File: config.mk
export PLATFORM = sky130hd
export DESIGN_NAME = pursuit_pid_controller_top
export DESIGN_NICKNAME = d
export VERILOG_FILES = /design/src/rtl/ppc_pkg.sv /design/src/rtl/pursuit_pid_controller_top.sv
export SDC_FILE = /design/constraint.sdc
export NUM_CORES = 2
export LEC_CHECK = 0
export BUFFER_PORTS_ARGS = -buffer_cell sky130_fd_sc_hd__clkbuf_2
export CORE_MARGIN = 8
export CORE_UTILIZATION = 35
export DETAILED_ROUTE_END_ITERATION = 7
export PLACE_DENSITY = 0.55
export SYNTH_ARGS = -nofsm -noshare
export SYNTH_HDL_FRONTEND = slang
export SYNTH_SLANG_ARGS = --single-unit
File: constraint.sdc
create_clock -name clock -period 13.1 [get_ports clock]
set_input_delay 0 -clock clock [delete_from_list [all_inputs] [get_ports clock]]
set_output_delay 0 -clock clock [all_outputs]
set_load 0.01 [all_outputs]
File: src/rtl/ppc_pkg.sv
// ============================================================================
// ppc_pkg: pursuit PID controller shared definitions
// Fixed point constants, register reset values and the CORDIC angle table.
// ============================================================================
package ppc_pkg;

   localparam int CORDIC_STEPS_DEF = 16;
   localparam int TABLE_LEN        = 24;
   localparam int SQRT_STEPS       = 17;
   localparam int NUM_REGS         = 7;

   localparam logic signed [23:0] HALF_PI_Q20   = 24'sd1647099;
   localparam logic signed [27:0] ANG_LIMIT     = 28'sd12868;
   localparam logic signed [16:0] SCALE_0P4_Q16 = 17'sd26214;

   // Register indexes on the configuration port.
   localparam logic [2:0] REG_KP_DIST  = 3'd0;
   localparam logic [2:0] REG_KI_DIST  = 3'd1;
   localparam logic [2:0] REG_KD_DIST  = 3'd2;
   localparam logic [2:0] REG_KP_HEAD  = 3'd3;
   localparam logic [2:0] REG_KI_HEAD  = 3'd4;
   localparam logic [2:0] REG_KD_HEAD  = 3'd5;
   localparam logic [2:0] REG_CATCH    = 3'd6;

   localparam logic [15:0] RST_KP_DIST = 16'd4137;
   localparam logic [15:0] RST_KI_DIST = 16'd82;
   localparam logic [15:0] RST_KD_DIST = 16'd41;
   localparam logic [15:0] RST_KP_HEAD = 16'd14336;
   localparam logic [15:0] RST_KI_HEAD = 16'd20;
   localparam logic [15:0] RST_KD_HEAD = 16'd2048;
   localparam logic [15:0] RST_CATCH   = 16'd4096;

   // atan(2^-i) in Q.20.
   function automatic logic signed [23:0] atan_q20(input logic [4:0] idx);
      logic signed [23:0] val;
      unique case (idx)
         5'd0:  val = 24'sd823550;
         5'd1:  val = 24'sd486170;
         5'd2:  val = 24'sd256879;
         5'd3:  val = 24'sd130396;
         5'd4:  val = 24'sd65451;
         5'd5:  val = 24'sd32757;
         5'd6:  val = 24'sd16383;
         5'd7:  val = 24'sd8192;
         5'd8:  val = 24'sd4096;
         5'd9:  val = 24'sd2048;
         5'd10: val = 24'sd1024;
         5'd11: val = 24'sd512;
         5'd12: val = 24'sd256;
         5'd13: val = 24'sd128;
         5'd14: val = 24'sd64;
         5'd15: val = 24'sd32;
         5'd16: val = 24'sd16;
         5'd17: val = 24'sd8;
         5'd18: val = 24'sd4;
         5'd19: val = 24'sd2;
         5'd20: val = 24'sd1;
         5'd21: val = 24'sd1;
         default: val = 24'sd0;
      endcase
      return val;
   endfunction

endpackage

File: src/rtl/pursuit_pid_controller_top.sv
// ============================================================================
// pursuit_pid_controller_top: distance and heading PID pursuit controller
// Bit-serial square root and CORDIC vectoring, then two PID laws evaluated
// on one shared 25x17 multiplier under a small sequencer.
// ============================================================================
//
//  channel | direction | handshake          | payload
//  --------+-----------+--------------------+-----------------------------------
//  req_    | in        | req_valid/req_stall| pursuer x, y, heading, target x, y
//  rsp_    | out       | rsp_valid/rsp_stall| linear_cmd, angular_cmd, caught
//  csr_    | in        | csr_valid/csr_ready| register index, 16-bit write data
//
// A beat passes through the accept state, squaring on the shared multiplier,
// an iteration phase in which the square root and the CORDIC advance step by
// step together until both are done, a preparation state, the PID products on
// the shared multiplier and the output state, which waits while the output
// register is still held by rsp_stall.
// Reset is synchronous and active high; it restores register defaults and
// clears the PID history. req_stall is high whenever a beat is in progress.
module pursuit_pid_controller_top
   import ppc_pkg::*;
#(
   parameter int CORDIC_STEPS = CORDIC_STEPS_DEF
) (
   input  logic               clock,
   input  logic               reset,
   input  logic               req_valid,
   output logic               req_stall,
   input  logic [15:0]        req_pursuer_x,
   input  logic [15:0]        req_pursuer_y,
   input  logic signed [14:0] req_pursuer_heading,
   input  logic [15:0]        req_target_x,
   input  logic [15:0]        req_target_y,
   output logic               rsp_valid,
   input  logic               rsp_stall,
   output logic signed [15:0] rsp_linear_cmd,
   output logic signed [14:0] rsp_angular_cmd,
   output logic               rsp_caught,
   input  logic               csr_valid,
   output logic               csr_ready,
   input  logic [2:0]         csr_index,
   input  logic [15:0]        csr_data
);

   // The iteration phase covers both the root and the CORDIC.
   localparam int ITER_LAST = ((CORDIC_STEPS > SQRT_STEPS) ? CORDIC_STEPS : SQRT_STEPS) - 1;

   typedef enum logic [2:0] {
      ST_IDLE, ST_SQ, ST_ITER, ST_PREP, ST_MUL, ST_FIN
   } state_type;

   // Where the registered product goes on the next cycle.
   typedef enum logic [2:0] {
      DST_NONE, DST_H, DST_D, DST_LLO, DST_LHI
   } dst_type;

   state_type state_ff;
   logic [4:0] step_ff;

   // Configuration registers.
   logic [15:0] kp_d_ff, ki_d_ff, kd_d_ff, kp_h_ff, ki_h_ff, kd_h_ff, catch_ff;

   // Captured beat.
   logic signed [16:0] dx_ff, dy_ff;
   logic signed [14:0] hd_ff;

   // Square root.
   logic [33:0] rad_ff;
   logic [18:0] rem_ff;
   logic [16:0] root_ff;

   // CORDIC.
   logic signed [20:0] cx_ff, cy_ff;
   logic signed [23:0] cz_ff;
   logic               zero_ff;

   // PID state and operands.
   logic [16:0]        last_d_ff;
   logic signed [15:0] last_h_ff;
   logic signed [23:0] dint_ff, hint_ff;
   logic [16:0]        dist_ff;
   logic signed [15:0] herr_ff;
   logic signed [17:0] dd_ff;
   logic signed [16:0] dh_ff;

   // Shared multiplier and accumulators.
   logic signed [24:0] mul_a;
   logic signed [16:0] mul_b;
   logic signed [41:0] mul_p;
   logic signed [41:0] prod_ff;
   dst_type            dst_ff, dst_in;
   logic signed [41:0] acc_d_ff, acc_h_ff;
   logic signed [57:0] acc_l_ff;

   // ---------------------------------------------------------------------
   // Combinational pieces
   // ---------------------------------------------------------------------
   logic signed [16:0] dx_in, dy_in;
   assign dx_in = $signed({1'b0, req_target_x}) - $signed({1'b0, req_pursuer_x});
   assign dy_in = $signed({1'b0, req_target_y}) - $signed({1'b0, req_pursuer_y});

   // Restoring square root, one result bit per step.
   logic [20:0] rem_sh, trial;
   logic        root_bit;
   assign rem_sh   = {rem_ff, rad_ff[33:32]};
   assign trial    = {2'b00, root_ff, 2'b01};
   assign root_bit = (rem_sh >= trial);

   // CORDIC vectoring step.
   logic signed [20:0] cxs, cys;
   logic signed [23:0] ang_step;
   assign cxs      = cx_ff >>> step_ff;
   assign cys      = cy_ff >>> step_ff;
   assign ang_step = atan_q20(step_ff);

   // Bearing rounded to Q3.12 and the heading error.
   logic signed [24:0] z_round;
   logic signed [15:0] bearing, herr_in;
   assign z_round = {cz_ff[23], cz_ff} + 25'sd128;
   assign bearing = zero_ff ? 16'sd0 : z_round[23:8];
   assign herr_in = bearing - {hd_ff[14], hd_ff};

   // Saturating integrals.
   logic signed [24:0] dint_sum, hint_sum;
   logic signed [23:0] dint_in, hint_in;
   assign dint_sum = {dint_ff[23], dint_ff} + $signed({8'd0, root_ff});
   assign hint_sum = {hint_ff[23], hint_ff} + {{9{herr_in[15]}}, herr_in};
   always_comb begin
      dint_in = dint_sum[23:0];
      if (dint_sum[24] != dint_sum[23]) begin
         dint_in = dint_sum[24] ? 24'sh800000 : 24'sh7FFFFF;
      end
      hint_in = hint_sum[23:0];
      if (hint_sum[24] != hint_sum[23]) begin
         hint_in = hint_sum[24] ? 24'sh800000 : 24'sh7FFFFF;
      end
   end

   // Operand selection for the shared multiplier.
   always_comb begin
      mul_a  = '0;
      mul_b  = '0;
      dst_in = DST_NONE;
      if (state_ff == ST_SQ) begin
         mul_a = (step_ff == 5'd0) ? 25'(dx_ff) : 25'(dy_ff);
         mul_b = (step_ff == 5'd0) ? dx_ff : dy_ff;
      end else if (state_ff == ST_MUL) begin
         case (step_ff)
            5'd0: begin
               mul_a = 25'(herr_ff); mul_b = $signed({1'b0, kp_h_ff}); dst_in = DST_H;
            end
            5'd1: begin
               mul_a = 25'(hint_ff); mul_b = $signed({1'b0, ki_h_ff}); dst_in = DST_H;
            end
            5'd2: begin
               mul_a = 25'(dh_ff); mul_b = $signed({1'b0, kd_h_ff}); dst_in = DST_H;
            end
            5'd3: begin
               mul_a = $signed({8'd0, dist_ff}); mul_b = $signed({1'b0, kp_d_ff});
               dst_in = DST_D;
            end
            5'd4: begin
               mul_a = 25'(dint_ff); mul_b = $signed({1'b0, ki_d_ff}); dst_in = DST_D;
            end
            5'd5: begin
               mul_a = 25'(dd_ff); mul_b = $signed({1'b0, kd_d_ff}); dst_in = DST_D;
            end
            5'd7: begin
               mul_a = $signed({1'b0, acc_d_ff[23:0]}); mul_b = SCALE_0P4_Q16;
               dst_in = DST_LLO;
            end
            5'd8: begin
               mul_a = 25'(acc_d_ff[41:24]); mul_b = SCALE_0P4_Q16; dst_in = DST_LHI;
            end
            default: begin
               dst_in = DST_NONE;
            end
         endcase
      end
   end
   assign mul_p = mul_a * mul_b;

   // Final scaling and saturation.
   logic signed [57:0] lin_sum;
   logic signed [27:0] lin_q, ang_q;
   logic signed [41:0] ang_sum;
   logic signed [15:0] lin_out;
   logic signed [14:0] ang_out;
   logic               caught_out;
   assign lin_sum = acc_l_ff + 58'sd536870912;
   assign lin_q   = lin_sum[57:30];
   assign ang_sum = acc_h_ff + 42'sd8192;
   assign ang_q   = ang_sum[41:14];
   always_comb begin
      if (lin_q > 28'sd32767) begin
         lin_out = 16'sd32767;
      end else if (lin_q < -28'sd32768) begin
         lin_out = -16'sd32768;
      end else begin
         lin_out = lin_q[15:0];
      end
      if (ang_q > ANG_LIMIT) begin
         ang_out = ANG_LIMIT[14:0];
      end else if (ang_q < -ANG_LIMIT) begin
         ang_out = 15'(-ANG_LIMIT);
      end else begin
         ang_out = ang_q[14:0];
      end
   end
   assign caught_out = (dist_ff != '0) && (dist_ff < {1'b0, catch_ff});

   assign req_stall = (state_ff != ST_IDLE);
   assign csr_ready = 1'b1;

   // ---------------------------------------------------------------------
   // Configuration registers
   // ---------------------------------------------------------------------
   always_ff @(posedge clock) begin
      if (reset) begin
         kp_d_ff  <= RST_KP_DIST;
         ki_d_ff  <= RST_KI_DIST;
         kd_d_ff  <= RST_KD_DIST;
         kp_h_ff  <= RST_KP_HEAD;
         ki_h_ff  <= RST_KI_HEAD;
         kd_h_ff  <= RST_KD_HEAD;
         catch_ff <= RST_CATCH;
      end else if (csr_valid) begin
         unique case (csr_index)
            REG_KP_DIST: kp_d_ff  <= csr_data;
            REG_KI_DIST: ki_d_ff  <= csr_data;
            REG_KD_DIST: kd_d_ff  <= csr_data;
            REG_KP_HEAD: kp_h_ff  <= csr_data;
            REG_KI_HEAD: ki_h_ff  <= csr_data;
            REG_KD_HEAD: kd_h_ff  <= csr_data;
            REG_CATCH:   catch_ff <= csr_data;
            default: ;
         endcase
      end
   end

   // ---------------------------------------------------------------------
   // Sequencer and datapath registers
   // ---------------------------------------------------------------------
   always_ff @(posedge clock) begin
      prod_ff <= mul_p;
      dst_ff  <= reset ? DST_NONE : dst_in;
      case (dst_ff)
         DST_H:   acc_h_ff <= acc_h_ff + prod_ff;
         DST_D:   acc_d_ff <= acc_d_ff + prod_ff;
         DST_LLO: acc_l_ff <= acc_l_ff + 58'(prod_ff);
         DST_LHI: acc_l_ff <= acc_l_ff + $signed({prod_ff[33:0], 24'd0});
         default: ;
      endcase

      if (reset) begin
         state_ff  <= ST_IDLE;
         step_ff   <= '0;
         rsp_valid <= 1'b0;
         last_d_ff <= '0;
         last_h_ff <= '0;
         dint_ff   <= '0;
         hint_ff   <= '0;
      end else begin
         // The output stage reloads the register itself when it finishes.
         if (rsp_valid && !rsp_stall && state_ff != ST_FIN) begin
            rsp_valid <= 1'b0;
         end
         unique case (state_ff)
            ST_IDLE: begin
               if (req_valid) begin
                  dx_ff    <= dx_in;
                  dy_ff    <= dy_in;
                  hd_ff    <= req_pursuer_heading;
                  step_ff  <= '0;
                  state_ff <= ST_SQ;
               end
            end
            ST_SQ: begin
               // Squares come off the multiplier; the CORDIC is prerotated.
               if (step_ff == 5'd0) begin
                  zero_ff <= (dx_ff == '0) && (dy_ff == '0);
                  if (dx_ff < 0) begin
                     if (dy_ff >= 0) begin
                        cx_ff <= 21'(dy_ff);
                        cy_ff <= -21'(dx_ff);
                        cz_ff <= HALF_PI_Q20;
                     end else begin
                        cx_ff <= -21'(dy_ff);
                        cy_ff <= 21'(dx_ff);
                        cz_ff <= -HALF_PI_Q20;
                     end
                  end else begin
                     cx_ff <= 21'(dx_ff);
                     cy_ff <= 21'(dy_ff);
                     cz_ff <= '0;
                  end
                  step_ff <= 5'd1;
               end else if (step_ff == 5'd1) begin
                  rad_ff  <= prod_ff[33:0];
                  step_ff <= 5'd2;
               end else begin
                  rad_ff   <= rad_ff + prod_ff[33:0];
                  rem_ff   <= '0;
                  root_ff  <= '0;
                  step_ff  <= '0;
                  state_ff <= ST_ITER;
               end
            end
            ST_ITER: begin
               if (32'(step_ff) < SQRT_STEPS) begin
                  rad_ff <= {rad_ff[31:0], 2'b00};
                  if (root_bit) begin
                     rem_ff  <= 19'(rem_sh - trial);
                     root_ff <= {root_ff[15:0], 1'b1};
                  end else begin
                     rem_ff  <= rem_sh[18:0];
                     root_ff <= {root_ff[15:0], 1'b0};
                  end
               end
               if (32'(step_ff) < CORDIC_STEPS) begin
                  if (cy_ff >= 0) begin
                     cx_ff <= cx_ff + cys;
                     cy_ff <= cy_ff - cxs;
                     cz_ff <= cz_ff + ang_step;
                  end else begin
                     cx_ff <= cx_ff - cys;
                     cy_ff <= cy_ff + cxs;
                     cz_ff <= cz_ff - ang_step;
                  end
               end
               if (32'(step_ff) == ITER_LAST) begin
                  state_ff <= ST_PREP;
               end else begin
                  step_ff <= step_ff + 5'd1;
               end
            end
            ST_PREP: begin
               // Errors, integrals and differences for both laws.
               dist_ff   <= root_ff;
               herr_ff   <= herr_in;
               dint_ff   <= dint_in;
               hint_ff   <= hint_in;
               dd_ff     <= $signed({1'b0, root_ff}) - $signed({1'b0, last_d_ff});
               dh_ff     <= {herr_in[15], herr_in} - {last_h_ff[15], last_h_ff};
               last_d_ff <= root_ff;
               last_h_ff <= herr_in;
               acc_d_ff  <= '0;
               acc_h_ff  <= '0;
               acc_l_ff  <= '0;
               step_ff   <= '0;
               state_ff  <= ST_MUL;
            end
            ST_MUL: begin
               if (step_ff == 5'd9) begin
                  state_ff <= ST_FIN;
               end else begin
                  step_ff <= step_ff + 5'd1;
               end
            end
            ST_FIN: begin
               if (!rsp_valid || !rsp_stall) begin
                  rsp_valid       <= 1'b1;
                  rsp_linear_cmd  <= lin_out;
                  rsp_angular_cmd <= ang_out;
                  rsp_caught      <= caught_out;
                  state_ff        <= ST_IDLE;
               end
            end
            default: state_ff <= ST_IDLE;
         endcase
      end
   end

endmodule
==> results.json <==
{
  "status": "finished clean",
  "finalCriticalPeriod_ps": 10570,
  "synth_cells": 8034,
  "grt_overflow": 0,
  "cts_tree": "built",
  "final.setup.worst_slack_ps": 2530,
  "cts_buffers": 89,
  "die_area_sq_um": 206000,
  "hold_path.class": "input port to register",
  "cp.arrival_ps": 11200,
  "regToRegSetupSlack_ps": 2530,
  "synthMostInstantiatedCell": "nand2_1",
  "ys_types": 105,
  "p_leak_nw": 32.1,
  "postLayoutCoreUtil": 0.395,
  "synth_top_family_by_area": "adder cells",
  "setup_violations": 0,
  "area_delta_synth_final_pct": 12.2,
  "die_h_um": 453,
  "cts_sinks": 695,
  "yosys_warnings": 0,
  "max_cap_violations": 0,
  "synth-xor-area-share": 0.0654,
  "antenna_found_initial": 18,
  "crit_type": "register to register",
  "power_density_nw_per_um2": 258,
  "synthArstFlopShare": 0,
  "irDropWorstVdd_mv": 0.158,
  "synth_top_cell_by_area": "fa_1",
  "pre_cts_slack_ps": 2610,
  "avgSynthCellArea_sq_um": 8.34,
  "first_pass_iters": 6,
  "grt_pass1_vias": 57274,
  "muxShareOfSynthArea": 0.0257,
  "synth_area_leaders": "fa_1 (13%), edfxtp_1 (13%), dfxtp_1 (12%)",
  "drt_iter0_markers": 4755,
  "vias_per_cell": 5.46,
  "finClkSkew_ps": 46.7,
  "ant_nets": 0,
  "yosys.area_share.adder": 0.231,
  "rsz0062_at_grt": "no",
  "cpMaxStageDelayCell": "a21oi_1",
  "cp-end-kind": "register",
  "dpl.hpwl_um": 170000,
  "synth_ff_type": "dfxtp_1",
  "syn_area_sq_um": 67000,
  "clkTransAtPathRegs_ps": 70,
  "final_cells": 10777,
  "fmax_mhz": 94.6,
  "ctsResizeCount": 0,
  "die_w_um": 453,
  "yosysTopAreaCellShare": 0.129,
  "slowest_delay_ps": 890,
  "rows": 160,
  "yosys.area_share.simple": 0.169,
  "boundaryPins": 138,
  "portBuffers": 136,
  "path_max_fanout": 56,
  "wl_per_cell_um": 20.7,
  "cpMostUsedCell": "fa_1",
  "grt_max_degree": 100,
  "clock_latency_ps": 740,
  "drive_above_1_share": 0.0651,
  "worst_pin_slew_ps": 1100,
  "dp.cells": 10442,
  "finalHoldViolCount": 0,
  "cp.required_ps": 13730,
  "drc_errors": 0,
  "setup-tns-final_ps": 0,
  "cts_root_buffer": "clkbuf_16",
  "yosys-top-cells-count": "nand2_1 (1,094), a21oi_1 (740), inv_1 (734)",
  "grt.total_usage": 0.210,
  "cts_buffer_depth": 3,
  "synth-compound-area-share": 0.196,
  "fin_nets": 9261,
  "final.period_utilization": 0.807,
  "synth-seq-cells": 695,
  "wirelength_um": 223000,
  "dpl_cell_area_sq_um": 70300,
  "slew_viol_final": 0,
  "coreArea_sq_um": 190000,
  "hold_ws_ps": 32.2,
  "slew_headroom": 0.266,
  "grt_pass1_wl_um": 342000,
  "power_mw": 19.4,
  "startpoint_type": "register",
  "cts_max_level": 3,
  "start_util": 0.352,
  "fin_area_sq_um": 75100,
  "synth_edf_count": 286,
  "yosysSeqAreaShare": 0.250,
  "num_vias": 58859,
  "place_congestion": 0.966
}
==> final cells by class <==
| cell class | count | area [sq um] |
|---|---|---|
| multi-input combinational | 6264 | 46200 |
| clock inverter | 55 | 758 |
| fill | 19306 | 115000 |
| timing repair buffer | 393 | 3020 |
| clock buffer | 112 | 2420 |
| inverter | 739 | 2780 |
| sequential | 695 | 16800 |
| antenna | 8 | 20.0 |
| tap | 2511 | 3140 |
==> cells in the final DEF (no fill, tap or decap), types with 54 or more instances in the layout <==
| master | count |
|---|---|
| nand3_1 | 191 |
| fa_1 | 432 |
| xor2_1 | 180 |
| dfxtp_1 | 405 |
| a22oi_1 | 117 |
| a211oi_1 | 84 |
| inv_1 | 733 |
| clkbuf_2 | 135 |
| a21o_1 | 201 |
| clkbuf_16 | 90 |
| nor2b_1 | 87 |
| mux2i_1 | 75 |
| a21oi_1 | 733 |
| dlygate4sd3_1 | 160 |
| nor3_1 | 92 |
| nor2_1 | 671 |
| ha_1 | 544 |
| nand2_1 | 1093 |
| o21a_1 | 56 |
| edfxtp_1 | 286 |
| xnor2_1 | 317 |
| and3_1 | 54 |
| o21ai_0 | 397 |
| nand2b_1 | 73 |
| buf_4 | 97 |
| a31oi_1 | 55 |
==> kinds of logic after synthesis <==
logic type	Yosys count
DFF	695
muxes	131
AOI/OAI and AO/OA	2091
xor gates and xnor gates	498
other	2
buffers and inverters	1083
adders and majority gates	980
and+or+nand+nor	2554
==> path summary, 6_finish.rpt <==
path | start | endpoint | cells past startpoint
setup / recovery | step_ff[3] | prod_ff[39] | 31
hold / removal | req_pursuer_x[14] | dx_ff[15] | 6
setup reg to reg | step_ff[3] | prod_ff[39] | 31
hold reg to reg | last_d_ff[10] | last_d_ff[10] | 2
==> flip-flops by register name, indices dropped and copies added, names as in the netlist, 21 cells and up <==
signal / count
cy_ff: 21
cx_ff: 21
dint_ff: 24
hint_ff: 24
rad_ff: 34
acc_d_ff: 42
acc_h_ff: 42
cz_ff: 24
acc_l_ff: 58
prod_ff: 42
==> routing by layer <==
layer	part of all wire	track usage	wire, um
met2	0.45	0.344	101000
met1	0.44	0.281	98300
met3	0.057	0.0278	12700
met5	0	0	0
met4	0.049	0.0825	10800
==> where the power goes <==
group	switching, mW	total [mW]	internal, mW
Clock	1.08	2.69	1.60
Combinational	7.73	13.0	5.29
Sequential	0.790	3.70	2.91
Total	9.60	19.4	9.80
==> worst max-delay path, delay by kind of cell (launching register included) <==
kind / cells / cell delay, ps
adder cells (fa/ha/maj): 7 / 3590
AO/OA/AOI/OAI: 13 / 3330
AND/OR/NAND/NOR: 6 / 2640
buffers and inverters: 4 / 440
flip-flops: 1 / 310
XOR/XNOR: 1 / 130
==> what timing repair did <==
item | in CTS | in global routing
hold endpoints to repair | 191 | 0
buffers inserted | 0 | 0
hold buffers | 160 | 0
Note: power is estimated with default switching activity, not from simulation.
